$ cat config.mk
export PLATFORM = sky130hd
export DESIGN_NAME = hlbc_scan
export DESIGN_NICKNAME = d
export VERILOG_FILES = /design/src/sv/hlbc_pkg.sv /design/src/sv/hlbc_scan.sv
export SDC_FILE = /design/constraint.sdc
export NUM_CORES = 1
export LEC_CHECK = 0
export ABC_AREA = 0
export CAP_MARGIN = 10
export CORE_ASPECT_RATIO = 0.9
export CORE_MARGIN = 8
export CORE_UTILIZATION = 30
export CTS_CLUSTER_SIZE = 28
export DETAILED_ROUTE_END_ITERATION = 8
export DONT_BUFFER_PORTS = 1
export PLACE_DENSITY = 0.51
export SLEW_MARGIN = 20
export SYNTH_ARGS = -nofsm -noshare
export SYNTH_HDL_FRONTEND = slang
export SYNTH_SLANG_ARGS = --single-unit
$ cat constraint.sdc
create_clock -name clk_i -period 6.93 [get_ports clk_i]
set_input_delay 0.3465 -clock clk_i [delete_from_list [all_inputs] [get_ports clk_i]]
set_output_delay 0.3465 -clock clk_i [all_outputs]
set_load 0.1 [all_outputs]
$ cat src/sv/hlbc_pkg.sv
package hlbc_pkg;

  // default geometry
  localparam int unsigned DefEntries = 32;
  localparam int unsigned DefBuckets = 13;

  // field widths
  localparam int unsigned DevW    = 8;
  localparam int unsigned BlkW    = 24;
  localparam int unsigned OutIdxW = 5;
  localparam int unsigned BktW    = 6;
  localparam int unsigned CntW    = 8;
  localparam int unsigned TimeW   = 32;

  // hash: bucket = (device * HashMul + block) mod buckets, reciprocal multiply
  localparam int unsigned HashMul  = 100;
  localparam int unsigned HashW    = 25;

  // command codes
  localparam logic [1:0] CmdGet     = 2'd0;
  localparam logic [1:0] CmdRelease = 2'd1;
  localparam logic [1:0] CmdPin     = 2'd2;
  localparam logic [1:0] CmdUnpin   = 2'd3;

  // status codes
  localparam logic [1:0] StOk     = 2'd0;
  localparam logic [1:0] StNoFree = 2'd1;
  localparam logic [1:0] StZero   = 2'd2;

  localparam logic [CntW-1:0] CountMax = {CntW{1'b1}};

  typedef struct packed {
    logic [1:0]         cmd;
    logic [DevW-1:0]    device;
    logic [BlkW-1:0]    block_number;
    logic [OutIdxW-1:0] entry_index;
    logic [TimeW-1:0]   now;
  } req_t;

  typedef struct packed {
    logic [OutIdxW-1:0] result_entry;
    logic               was_hit;
    logic               needs_read;
    logic [1:0]         status;
  } rsp_t;

  // one stored buffer entry, bucket kept alongside its tag
  typedef struct packed {
    logic [DevW-1:0]  device;
    logic [BlkW-1:0]  block;
    logic [BktW-1:0]  bucket;
    logic [CntW-1:0]  count;
    logic [TimeW-1:0] rtime;
    logic             dvalid;
  } entry_t;

  // saturating count increment
  function automatic logic [CntW-1:0] sat_inc(input logic [CntW-1:0] c);
    sat_inc = (c == CountMax) ? c : c + CntW'(1);
  endfunction

endpackage

$ cat src/sv/hlbc_scan.sv
module hlbc_scan #(
  parameter int unsigned ENTRIES = hlbc_pkg::DefEntries
) (
  input  logic                       clk_i,
  input  logic                       rst_ni,
  input  logic                       clr_i,
  input  logic                       vld_i,
  input  logic [$clog2(ENTRIES)-1:0] idx_i,
  input  hlbc_pkg::entry_t           word_i,
  input  logic [hlbc_pkg::DevW-1:0]  device_i,
  input  logic [hlbc_pkg::BlkW-1:0]  block_i,
  input  logic [hlbc_pkg::BktW-1:0]  home_i,
  output logic                       hit_o,
  output logic [$clog2(ENTRIES)-1:0] hit_idx_o,
  output logic                       free_o,
  output logic [$clog2(ENTRIES)-1:0] free_idx_o
);

  localparam int unsigned IdxW = $clog2(ENTRIES);

  logic                       hit_q, free_q;
  logic [IdxW-1:0]            hit_idx_q, free_idx_q;
  logic                       best_nh_q;
  logic [hlbc_pkg::BktW-1:0]  best_bkt_q;
  logic [hlbc_pkg::TimeW-1:0] best_time_q;

  logic match, is_free, nh, better;

  // candidate order: home bucket, then lowest bucket, then oldest time
  always_comb begin
    match   = (word_i.device == device_i) && (word_i.block == block_i);
    is_free = (word_i.count == '0);
    nh      = (word_i.bucket != home_i);
    if (!free_q) begin
      better = 1'b1;
    end else if (nh != best_nh_q) begin
      better = !nh;
    end else if (word_i.bucket != best_bkt_q) begin
      better = word_i.bucket < best_bkt_q;
    end else begin
      better = word_i.rtime < best_time_q;
    end
  end

  always_ff @(posedge clk_i or negedge rst_ni) begin
    if (!rst_ni) begin
      hit_q  <= 1'b0;
      free_q <= 1'b0;
    end else if (clr_i) begin
      hit_q  <= 1'b0;
      free_q <= 1'b0;
    end else if (vld_i) begin
      if (match) begin
        hit_q <= 1'b1;
      end
      if (is_free && better) begin
        free_q <= 1'b1;
      end
    end
  end

  always_ff @(posedge clk_i) begin
    if (vld_i && !clr_i) begin
      if (match && !hit_q) begin
        hit_idx_q <= idx_i;
      end
      if (is_free && better) begin
        free_idx_q  <= idx_i;
        best_nh_q   <= nh;
        best_bkt_q  <= word_i.bucket;
        best_time_q <= word_i.rtime;
      end
    end
  end

  assign hit_o      = hit_q;
  assign hit_idx_o  = hit_idx_q;
  assign free_o     = free_q;
  assign free_idx_o = free_idx_q;

endmodule

==> results.sh <==
export IMPL_hold_buffers=1
export IMPL_overflow=0
export IMPL_vias=1809
export IMPL_routed_wl_um=7240
export IMPL_power_frac_seq_pct=60.0
export IMPL_min_delay_worst_endpoint="free_idx_o[3]"
export IMPL_power_static_leakage_nw=1.22
export IMPL_start_util_pct=30.6
export IMPL_fmax_mhz=313
export IMPL_timing_final_max_slew_violations=0
export IMPL_final_core_util_pct=33.5
export IMPL_yosys_area_top_type="edfxtp_1"
export IMPL_p_clk_share_pct=32.3
export IMPL_finalSetupViolCount=0
export IMPL_synth_avg_cell_area_um2=12.0
export IMPL_dp_hpwl_um=6120
export IMPL_antenna_found_initial=0
export IMPL_die_x_um=120
export IMPL_hold_class="input pin to flop"
export IMPL_ys_seq_area_share_pct=52.0
export IMPL_yosys_warnings=0
export IMPL_synthCells=244
export IMPL_worstSetupPathType="flop to flop"
export IMPL_p_switching_mw=0.127
export IMPL_status="completed"
export IMPL_nets=416
export IMPL_cts_made_buffers=5
export IMPL_wire_per_inst_um=19.1
export IMPL_clock_sinks=51
export IMPL_r2r_end="best_time_q[4]"
export IMPL_die_area_um2=13200
export IMPL_chipHeight_um=110
export IMPL_place_congestion=0.752
export IMPL_track_usage_pct=11.2
export IMPL_fin_crit_sh_pct=46.0
export IMPL_synth_fp_nets=407
export IMPL_area_growth_pct=9.62
export IMPL_worst_slew_pin_slew_ns=1.03
export IMPL_clkTransAtPathRegs_ns=0.11
export IMPL_row_count=34
export IMPL_synthTopCellsByArea="edfxtp_1 50%, ha_1 16%, xnor2_1 9.0%"
export IMPL_grt_pass1_vias=2046
export IMPL_p_int_mw=0.435
export IMPL_drive_gt1_share_pct=3.94
export IMPL_core_um2=9570
export IMPL_cts_htree_levels=2
export IMPL_synth_area_um2=2930
export IMPL_synth_top_area_share_pct=50.3
export IMPL_root_buffer="clkbuf_8"
export IMPL_antenna_cells=0
export IMPL_switching_share_pct=22.6
export IMPL_cts_max_path_buffers=2
export IMPL_viasPerCell=4.76
export IMPL_numPortBuffers=0
export IMPL_clk_latency_ns=0.31
export IMPL_drc_errors=0
export IMPL_drtIter0Drc=109
export IMPL_post_cts_resized=0
export IMPL_rrSetupSlack_ns=3.74
export IMPL_grt_max_degree=28
export IMPL_finalHoldViolations=0
export IMPL_hold_depth=0
export IMPL_hp_start="idx_i[3]"
export IMPL_post_cts_buffers=0
export IMPL_cp_required_ns=6.90
export IMPL_r2r_start="best_time_q[1]"
export IMPL_crit_path_start_kind="flop"
export IMPL_min_period_ns=3.19
export IMPL_endpoint_kind="flop"
export IMPL_synth_seq_cells=51
export IMPL_ir_worst_vdd_mv=0.0765
export IMPL_ys_types=27
export IMPL_setup_tns_final_ns=0
export IMPL_rr_worst_depth=8
export IMPL_worst_ep_arrival_time_ns=3.16
export IMPL_drv_cap=0
export IMPL_rsz0062_at_grt="no"
export IMPL_first_pass_iters=4
export IMPL_slew_headroom_pct=31.3
export IMPL_grt_pass1_wl_um=11400
export IMPL_p_comb_share_pct=7.7
export IMPL_powerDensity_nw_per_um2=175
export IMPL_cts_tree="built"
export IMPL_pin_count=138
export IMPL_fin_skew_ns=0.0144
export IMPL_crit_fanout=27
export IMPL_final_antenna_net_count=0
## final cells by class
| type | instances | area [um2] |
|---|---|---|
| clock buffers | 5 | 68.8 |
| clock inverters | 3 | 23.8 |
| fillers | 961 | 6360 |
| inverters | 39 | 146 |
| multi-input cells | 154 | 1270 |
| flip-flops and latches | 51 | 1520 |
| well taps | 126 | 158 |
| repair buffers | 2 | 17.5 |
## placed cells by master (no fill, tap or decap), drive strengths merged
cell type    synthesis  layout
dfrtp                2       2
a221oi               1       1
inv                 39      40
o31ai                1       1
o21a                 2       2
nand3                6       6
maj3                 1       1
ha                  37      37
a21oi               13      13
nor2b                1       1
nor2                 5       5
a221o                1       1
edfxtp              49      49
dlygate4sd3          0       1
buf                  0       1
nand4               12      12
a211oi               2       2
xor2                 8       8
clkinvlp             0       2
or4                  1       1
xnor2               30      30
and4                 2       2
nand2b               3       3
a2111oi              1       1
nor4                 7       7
o21ai                8       8
nand2                8       8
mux2i                1       1
a211o                1       1
a21o                 2       2
clkbuf               0       5
## critical path: stages, from the launching register on
cell and delay [ns]:
edfxtp_1 0.37, inv_1 0.06, ha_1 0.21, a2111oi_0 0.40, nor4_1 0.09, o21ai_0 0.21, a21oi_1 0.15, o31ai_4 0.85
buf_4 0.49
## synth_stat cells
cell       instances
nor4_1             7
mux2i_1            1
xnor2_1           30
inv_1             39
and4_1             2
a221o_1            1
o21a_1             2
a21oi_1           13
a221oi_1           1
xor2_1             8
a21o_1             2
nand2_1            8
maj3_1             1
a211o_1            1
nand3_1            6
nand4_1           12
or4_1              1
nor2b_1            1
o31ai_1            1
nor2_1             5
a2111oi_0          1
dfrtp_1            2
nand2b_1           3
a211oi_1           2
ha_1              37
o21ai_0            8
edfxtp_1          49
## through the flow
stage	power [mW]	hold slack, ns	instances	cell area, um2	worst slack, ns
2_1_floorplan	0.381	0.0509	244	2930	1.79
3_3_place_gp	0.387	0.0510	371	3100	3.54
3_5_place_dp	0.388	0.0510	371	3100	3.55
4_1_cts	0.574	0.108	380	3210	3.63
5_1_grt	0.592	0.0982	380	3210	3.40
6_report	0.562	0.123	380	3210	3.74
## cell families after synthesis
group / Yosys count / share of synthesized area (%)
simple gates: 45 / 8.47
fa+ha+maj: 38 / 16.2
flops: 51 / 52.0
buf+inv: 39 / 5.00
compound gates: 32 / 6.63
xor+xnor: 38 / 11.4
mux: 1 / 0.342
## registers in the layout, indices dropped and copies added (netlist names)
register	flops
hit_idx_o	5
hit_o	1
best_nh_q	1
free_idx_o	5
free_o	1
best_time_q	32
best_bkt_q	6
## power by group through the flow
stage / Sequential [mW] / Clock (mW) / Combinational (mW)
2_1_floorplan: 0.345 / 0 / 0.0362
3_3_place_gp: 0.345 / 0 / 0.0424
3_5_place_dp: 0.345 / 0 / 0.0431
4_1_cts: 0.338 / 0.193 / 0.0440
5_1_grt: 0.338 / 0.203 / 0.0507
6_report: 0.338 / 0.182 / 0.0430
## layer usage
layer / vias to the layer above / share of wire, % / GRT usage, % / routed length [um]
met2: 109 / 49 / 19.5 / 3540
met4: 0 / 0.58 / 2.14 / 42
li1: 893 / - / - / -
met3: 5 / 13 / 6.16 / 945
met1: 802 / 38 / 11.9 / 2720
met5: - / 0 / 0 / 0
## worst max-delay path by stage
stage / startpoint / endpoint / slack, ns / cells past startpoint
after floorplan: word_i[34] / best_bkt_q[0] / 1.79 / 6
after global placement: word_i[34] / best_bkt_q[0] / 3.54 / 7
after detailed placement: word_i[34] / best_bkt_q[4] / 3.55 / 7
after CTS: best_time_q[1] / best_time_q[18] / 3.63 / 8
after global routing: best_time_q[1] / best_time_q[18] / 3.40 / 8
final: best_time_q[1] / best_time_q[4] / 3.74 / 8
Power figures use the tool's default switching activity.
