## src/sv/hlbc_ram.sv

```systemverilog
module hlbc_ram #(
  parameter int unsigned WIDTH = 8,
  parameter int unsigned DEPTH = 32
) (
  input  logic                     clk_i,
  input  logic                     we_i,
  input  logic [$clog2(DEPTH)-1:0] waddr_i,
  input  logic [WIDTH-1:0]         wdata_i,
  input  logic                     re_i,
  input  logic [$clog2(DEPTH)-1:0] raddr_i,
  output logic [WIDTH-1:0]         rdata_o
);

  logic [WIDTH-1:0] mem_q [DEPTH];
  logic [WIDTH-1:0] rdata_q;

  // one write port, one registered read port
  always_ff @(posedge clk_i) begin
    if (we_i) begin
      mem_q[waddr_i] <= wdata_i;
    end
    if (re_i) begin
      rdata_q <= mem_q[raddr_i];
    end
  end

  assign rdata_o = rdata_q;

endmodule

```

## config.mk

```make
export PLATFORM = sky130hd
export DESIGN_NAME = hlbc_ram
export DESIGN_NICKNAME = d
export VERILOG_FILES = /design/src/sv/hlbc_ram.sv
export SDC_FILE = /design/constraint.sdc
export NUM_CORES = 1
export LEC_CHECK = 0
export CAP_MARGIN = 20
export CORE_ASPECT_RATIO = 0.75
export CORE_MARGIN = 5
export CORE_UTILIZATION = 41
export DETAILED_ROUTE_END_ITERATION = 6
export DONT_BUFFER_PORTS = 1
export HOLD_SLACK_MARGIN = 0.06
export PLACE_DENSITY = 0.64
export REMOVE_ABC_BUFFERS = 1
export SYNTH_ARGS = -nofsm -noshare
export SYNTH_HDL_FRONTEND = slang
export SYNTH_SLANG_ARGS = --single-unit
```

## constraint.sdc

```tcl
create_clock -name clk_i -period 2.8 [get_ports clk_i]
set_clock_uncertainty 0.2 [all_clocks]
set_input_delay 0.14 -clock clk_i [delete_from_list [all_inputs] [get_ports clk_i]]
set_output_delay 0.14 -clock clk_i [all_outputs]
set_load 0.01 [all_outputs]
```

==> results.yml, run 1 <==
run_status:
  status: "finished, final reports clean"
global_routing:
  grt.busiest_layer: "met1"
  grt_use_met3_pct: 3.99
  grt_pass1_vias: 4635
  grt_pass1_wl_um: 30800
  track_usage_pct: 14.9
  grt-ovfl-total: 0
  grt_util_met2_pct: 22.3
  antenna_found_initial: 1
  grt_max_degree: 65
  grtUsageMet1_pct: 22.4
sta:
  setup_viol: 0
  layout_setup_ws_ns: 0.0931
  finalSetupTns_ns: 0
  final-hold-violation-count: 0
  fmax_mhz: 369
  fin_crit_ns: 2.71
  drv_slew: 0
  slew_headroom_pct: 35.0
  hold_slack_ns: 0.0886
  tightest_slew_ns: 0.972
  rsz0062_at_grt: "false"
  fin_crit_sh_pct: 96.7
worst_setup_path:
  crit_top_cell: "mux4_2"
  cp.arrival_ns: 2.77
  slowest_stage: "dlygate4sd3_1"
  critPathLaunchType: "flip-flop"
  cp_max_fo: 1
  critPathKind: "reg -> reg"
  cp-end-kind: "flip-flop"
  critPathTopFamily: "multiplexers"
  required_ns: 2.86
  slowest_delay_ns: 0.56
  path_cells: "mux4_2 -> mux4_2 -> mux2_2 -> dlygate4sd3_1"
  critPathBufInv: 1
placed_design:
  place_inst: 735
  place.gp.congestion: 0.783
  dp_slack_ns: 0.646
  port_buffers: 0
  dpl_cell_area_um2: 10500
  place.detailed.hpwl_um: 12000
clocking:
  cts_sinks: 264
  cts_buffer_depth: 3
  cts_resized: 0
  cts.htree.levels: 1
  clk_pin_slew_ns: 0.06
  cts_buffers: 25
  root_buffer: "clkbuf_16"
  clk_latency_ns: 0.52
  cts_tree: "done"
layout:
  num-fill-cells: 1946
  final_common_cell: "edfxtp_1"
  layoutNonFillerInstCount: 808
  num-nets-final: 480
  fin_util_pct: 48.1
  drive_above_1_share_pct: 29.8
  final_area_um2: 11600
  synthToLayoutAreaGrowth_pct: 14.6
  seq_area_um2: 7930
  multi_input_area_um2: 2100
  final_cell_mix: "264 x edfxtp_1, 80 x mux4_2, 33 x nor2_1"
floorplan:
  die_h_um: 146
  fp.dieW_um: 192
  initial_core_util_pct: 42.0
  coreArea_um2: 24200
  boundaryPins: 29
  die-area_um2: 28000
  fp-row-count: 49
run:
  drv_cap: 0
synthesis:
  syn_inst: 417
  synth-seq-cells: 264
  netlist_area_um2: 10100
  synth_cell_types: 14
  synth_seq_area_share_pct: 78.2
  yosys_warnings: 0
  syn_area_per_cell_um2: 24.3
drt:
  vias: 4470
  drtAntennaViolNets: 0
  first_iter_violations: 462
  drc: 0
  routed_wirelength_um: 20400
  drt-pass1-iter-count: 5
  via_per_inst: 5.53
  post_drt_wl_per_cell_um: 25.3
pwr:
  max-vdd-ir-drop_v: 0.000618
  pwr_density_cell_nw_per_um2: 680
  finalPower_mw: 7.90
  p_leak_nw: 3.55
worst_hold_path:
  min_path_type: "in -> reg"
## area by class of cell
type | count | share of cell area (%)
diodes | 1 | 0.0215
clock buffers | 30 | 5.55
clock inverters | 14 | 0.840
multi-input cells | 133 | 18.1
flip-flops and latches | 264 | 68.3
well taps | 331 | 3.57
repair buffers | 35 | 3.68
## per-layer routing
metal / part of all wire, % / wire length, um
met5: 0 / 0
met4: 1.7 / 350
met1: 44 / 8890
met3: 8.5 / 1740
met2: 46 / 9460
## flip-flops by register name (all words and copies together) (netlist names)
signal	flops
rdata_o	8
mem_q	256
## repair_timing
action                                 4_1_cts  5_1_grt
endpoints found under the hold margin      528        0
setup buffers                                0        0
hold buffers                                26        0
## Yosys cell counts
cell type  number  area, um2
or3b_2          3       26.3
mux4_2         80       1800
nand2_1         1       3.75
nand3_1         2       10.0
clkbuf_1        6       22.5
nand3b_1        5       37.5
or3_1           1       6.26
buf_2           1       5.00
buf_4           6       45.0
buf_1           6       22.5
edfxtp_1      264       7930
mux2_2          8       90.1
buf_6           1       11.3
nor2_1         33        124
## path summary, 6_finish.rpt
check,start,end,slack (ns),depth (start not counted)
setup reg to reg,mem_q[12][1],rdata_o[1],0.09,4
hold / removal,waddr_i[3],mem_q[11][0],0.09,2
hold reg to reg,mem_q[7][7],rdata_o[7],0.79,3
setup / recovery,mem_q[12][1],rdata_o[1],0.09,4
## where the power goes
group          switching, mW  total (mW)  internal (mW)
Clock                   1.36        3.10           1.73
Sequential            0.0251        4.44           4.41
Combinational          0.174       0.371          0.197
## worst reg2reg max path: cells and delay by family (launching register included)
kind,cells,cell delay [ns]
flip-flops,1,0.39
buffers and inverters,1,0.56
multiplexers,3,1.31
## logic make-up (layout without fill, tap and decap cells)
kind of cell / count (synthesis) / in the layout / synth area share [%]
flip-flops: 264 / 264 / 78.2
AND/OR/NAND/NOR: 45 / 45 / 2.05
multiplexers: 88 / 88 / 18.7
other: 0 / 1 / 0
buffers and inverters: 20 / 79 / 1.05
(Power assumes the default switching activity.)
==> run 2: changes to the inputs <==
Clock period 2.8 ns to 2.57 ns, I/O delays scaled along.
==> run 2 against run 1 <==
- sequential cell count unchanged
- via count grew 1.3%
- global-route usage down 0.10 points
- wire length is 0.82% lower
- largest power group unchanged
- sequential share of layout area down 1.1 points
- combinational power up 12%
==> results.yml, run 2 (same netlist as run 1, synthesis figures left out) <==
run:
  drv_cap: 0
layout:
  largest_reg_flops: 256
  n_antenna_cell: 0
  regMostFlops: "mem_q"
  final_cell_mix: "264 x edfxtp_1, 80 x mux4_2, 33 x nor2_1"
  final_area_um2: 11800
  final_common_cell: "edfxtp_1"
  drive_above_1_share_pct: 32.4
  synthToLayoutAreaGrowth_pct: 16.6
  num-nets-final: 503
clocking:
  cts_buffers: 25
  cts_tree: "done"
  cts_buffer_depth: 3
  root_buffer: "clkbuf_16"
  clk_latency_ns: 0.52
  cts.htree.levels: 1
  cts_sinks: 264
  clk_pin_slew_ns: 0.06
  cts_resized: 0
pwr:
  max-vdd-ir-drop_v: 0.000849
  pwr_density_cell_nw_per_um2: 738
  p_leak_nw: 3.68
floorplan:
  die_h_um: 146
  die-area_um2: 28000
  boundaryPins: 29
  fp.dieW_um: 192
  fp-row-count: 49
  coreArea_um2: 24200
  initial_core_util_pct: 42.0
sta:
  tightest_slew_ns: 0.905
  rsz0062_at_grt: "false"
  fin_crit_sh_pct: 93.3
  finalSetupTns_ns: 0
  slew_headroom_pct: 39.4
  final-hold-violation-count: 0
  drv_slew: 0
  setup_viol: 0
  fmax_mhz: 417
  fin_crit_ns: 2.40
drt:
  drtAntennaViolNets: 0
  via_per_inst: 5.45
  post_drt_wl_per_cell_um: 24.4
  first_iter_violations: 463
  drt-pass1-iter-count: 5
  vias: 4526
  routed_wirelength_um: 20300
  drc: 0
placed_design:
  dpl_cell_area_um2: 10600
  place.detailed.hpwl_um: 11900
  port_buffers: 0
  place.gp.congestion: 0.776
global_routing:
  track_usage_pct: 14.8
  grt-ovfl-total: 0
  grt_pass1_vias: 4621
  grt_max_degree: 65
  grt_pass1_wl_um: 30800
  antenna_found_initial: 0
run_status:
  status: "finished, final reports clean"
worst_setup_path:
  cp-end-kind: "flip-flop"
  cp.arrival_ns: 2.42
  critPathKind: "in -> reg"
  cp_max_fo: 8
  critPathLaunchType: "input pin"
  required_ns: 2.59
worst_hold_path:
  min_path_type: "in -> reg"
==> run 2: changes by cell type in the layout (fill, tap and decap cells not counted), sizes merged <==
cell         previous run  this run
buf                    15        36
dlygate4sd3            20        22
bufinv                  1         2
clkinv                 11        12
clkinvlp                1         0
diode                   1         0
==> run 2: cell type report <==
cell class	instances	area (um2)
Clock buffer	30	644
Clock inverter	15	123
Fill cell	1934	12300
Multi-Input combinational cell	133	2100
Sequential cell	264	7930
Tap cell	331	414
Timing Repair Buffer	58	603
==> run 2: worst paths after layout <==
kind,from,to,slack [ns],depth (start not counted)
min,raddr_i[2],rdata_o[1],0.1,3
min reg2reg,mem_q[7][1],rdata_o[1],0.80,3
max,waddr_i[3],mem_q[29][4],0.17,6
max reg2reg,mem_q[31][3],rdata_o[3],0.40,3
==> run 2: critical path, stage by stage <==
cell,delay [ns]
dlygate4sd3_1,0.70
nand3_1,0.11
dlygate4sd3_1,0.63
nor2_1,0.11
dlygate4sd3_1,0.56
buf_4,0.18
==> run 2: per-layer routing <==
layer	routed length (um)	track usage, %
met5	0	0
met4	418	3.09
met3	1200	2.46
met2	9210	21.5
met1	9450	23.9
==> run 2: per-stage QoR <==
stage               util, %  hold slack (ns)  instances  power, mW  setup slack, ns
floorplan                 -           0.0274        397       5.11            0.618
global placement       44.1           0.0301        755       5.19            0.434
detailed placement     44.1           0.0298        755       5.20            0.408
CTS                    48.9           0.0630        831       8.79            0.242
global route           48.9           0.0959        831       8.99            0.106
finish                 48.9           0.0979        831       8.71            0.171
==> run 2: power breakdown <==
part           leakage, nW  switching (mW)  total [mW]  internal, mW
Clock                0.382            1.48        3.47          1.98
Combinational        0.917           0.197       0.414         0.217
Sequential            2.38          0.0269        4.83          4.80
Total                 3.68            1.71        8.71          7.01
==> run 2: repair_timing <==
action / in CTS / in global routing
endpoints found under the hold margin: 526 / 0
hold buffers: 31 / 0
buffers inserted: 0 / 0
==> run 3: changes to the inputs <==
Settings changed: HOLD_SLACK_MARGIN 0.06 to 0.02, REMOVE_ABC_BUFFERS 1 to not set.
==> run 3 against run 2 <==
- hold slack got worse by 0.066 ns
- die area unchanged
- power increased by 0.87%
- largest cell class unchanged
- highest routed layer is now met5
==> results.yml, run 3 (same netlist as run 1, synthesis figures left out) <==
clocking:
  post_cts.repair.setup_buffers: 0
  root_buffer: "clkbuf_16"
  cts_tree: "done"
  cts_buffers: 25
  clk_pin_slew_ns: 0.06
  holdBufCountCts: 25
  cts_buffer_depth: 3
  cts_resized: 0
  clk_latency_ns: 0.51
  cts.htree.levels: 1
  cts_sinks: 264
pwr:
  seqPwrFrac_pct: 55.0
  max-vdd-ir-drop_v: 0.000448
  p_leak_nw: 3.70
  switching_share_pct: 19.2
  pwr_density_cell_nw_per_um2: 742
  p_sw_mw: 1.69
  intPower_mw: 7.10
  p_clk_share_pct: 40.4
  combPwrFrac_pct: 4.7
sta:
  rsz0062_at_grt: "false"
  slew_headroom_pct: 35.6
  finalSetupTns_ns: 0
  fin_crit_ns: 2.36
  fmax_mhz: 424
  final-hold-violation-count: 0
  fin_crit_sh_pct: 91.7
  setup_viol: 0
  tightest_slew_ns: 0.963
  drv_slew: 0
drt:
  via_per_inst: 5.44
  drc: 0
  first_iter_violations: 475
  wl_met2_um: 9520
  routed_wirelength_um: 21100
  wl_met1_um: 9450
  vias: 4514
  drtAntennaViolNets: 0
  post_drt_wl_per_cell_um: 25.4
  drt-pass1-iter-count: 5
  wl_met3_um: 1870
  top_layer: "met5"
global_routing:
  grt_pass1_wl_um: 31300
  antenna_found_initial: 2
  grt_pass1_vias: 4752
  grt_max_degree: 65
  track_usage_pct: 15.3
  grt-ovfl-total: 0
worst_hold_path:
  holdPathStages: 2
  min_path_type: "in -> reg"
floorplan:
  fp-row-count: 49
  initial_core_util_pct: 42.0
  die-area_um2: 28000
  die_h_um: 146
  fp.dieW_um: 192
  coreArea_um2: 24200
  boundaryPins: 29
synthesis:
  synthesis.nets: 438
worst_setup_path:
  critPathKind: "in -> reg"
  cp.arrival_ns: 2.29
  path_cells: "dlygate4sd3_1 -> nand3_1 -> dlygate4sd3_1 -> nor2_1"
  required_ns: 2.51
  critPathBufInv: 2
  crit_top_cell: "dlygate4sd3_1"
  cp-end-kind: "flip-flop"
  critPathLaunchType: "input pin"
  rr_worst_depth: 3
  critPathTopFamily: "buffers and inverters"
  slowest_delay_ns: 0.74
  path_depth: 4
  cp_max_fo: 8
  slowest_stage: "dlygate4sd3_1"
placed_design:
  place.gp.congestion: 0.769
  port_buffers: 0
  place.detailed.hpwl_um: 12800
layout:
  fin_util_pct: 49.0
  synthToLayoutAreaGrowth_pct: 16.8
  final_common_cell: "edfxtp_1"
  regMostFlops: "mem_q"
  largest_reg_flops: 256
  num-nets-final: 503
  multi_input_area_um2: 2100
  num-fill-cells: 1922
  final_cell_mix: "264 x edfxtp_1, 80 x mux4_2, 33 x nor2_1"
  seq_area_um2: 7930
  drive_above_1_share_pct: 33.5
  n_antenna_cell: 0
run_status:
  status: "finished, final reports clean"
run:
  drv_cap: 0
==> run 3: cell count changes in the layout (fill, tap and decap cells not counted), sizes merged <==
cell / before / now
clkinv: 12 / 11
dlygate4sd3: 22 / 18
clkbuf: 30 / 29
clkinvlp: 0 / 1
bufinv: 2 / 3
buf: 36 / 39
==> run 3: worst paths after layout <==
| path | from | endpoint | slack [ns] |
|---|---|---|---|
| min | waddr_i[0] | mem_q[19][1] | 0.03 |
| max reg2reg | mem_q[29][6] | rdata_o[6] | 0.41 |
| max | waddr_i[2] | mem_q[31][1] | 0.21 |
| min reg2reg | mem_q[6][7] | rdata_o[7] | 0.79 |
==> run 3: worst register-to-register path, cell delays in order, from the launching register on <==
cell and delay, ns:
edfxtp_1 0.37, mux4_2 0.56, mux4_2 0.49, mux2_2 0.29
==> run 3: layout make-up <==
class / count / share of cell area, %
clock buffer: 28 / 5.38
sequential: 264 / 67.0
tap: 331 / 3.50
timing repair buffer: 58 / 5.12
clock inverter: 16 / 1.31
multi-input combinational: 133 / 17.7
==> run 3: metrics by stage <==
stage	hold WS, ns	setup slack, ns	area, um2	instances	power, mW
5_1_grt	0.0464	0.174	11800	830	9.11
6_report	0.0324	0.212	11800	830	8.79
3_5_place_dp	0.0295	0.426	10700	759	5.19
4_1_cts	0.0221	0.305	11800	828	8.87
3_3_place_gp	0.0295	0.443	10700	759	5.18
2_1_floorplan	0.0274	0.300	10100	417	5.17
==> run 3: power groups by stage <==
stage	Combinational [mW]	Clock (mW)	Sequential, mW
2_1_floorplan	0.255	0	4.91
3_3_place_gp	0.262	0	4.92
3_5_place_dp	0.265	0	4.93
4_1_cts	0.405	3.63	4.83
5_1_grt	0.435	3.85	4.83
6_report	0.409	3.55	4.83
==> run 3: metal layers <==
metal,track usage (%),up-vias
met2,22.3,161
li1,-,1916
met3,4.96,20
met5,0,-
met1,23.2,2415
met4,2.44,2
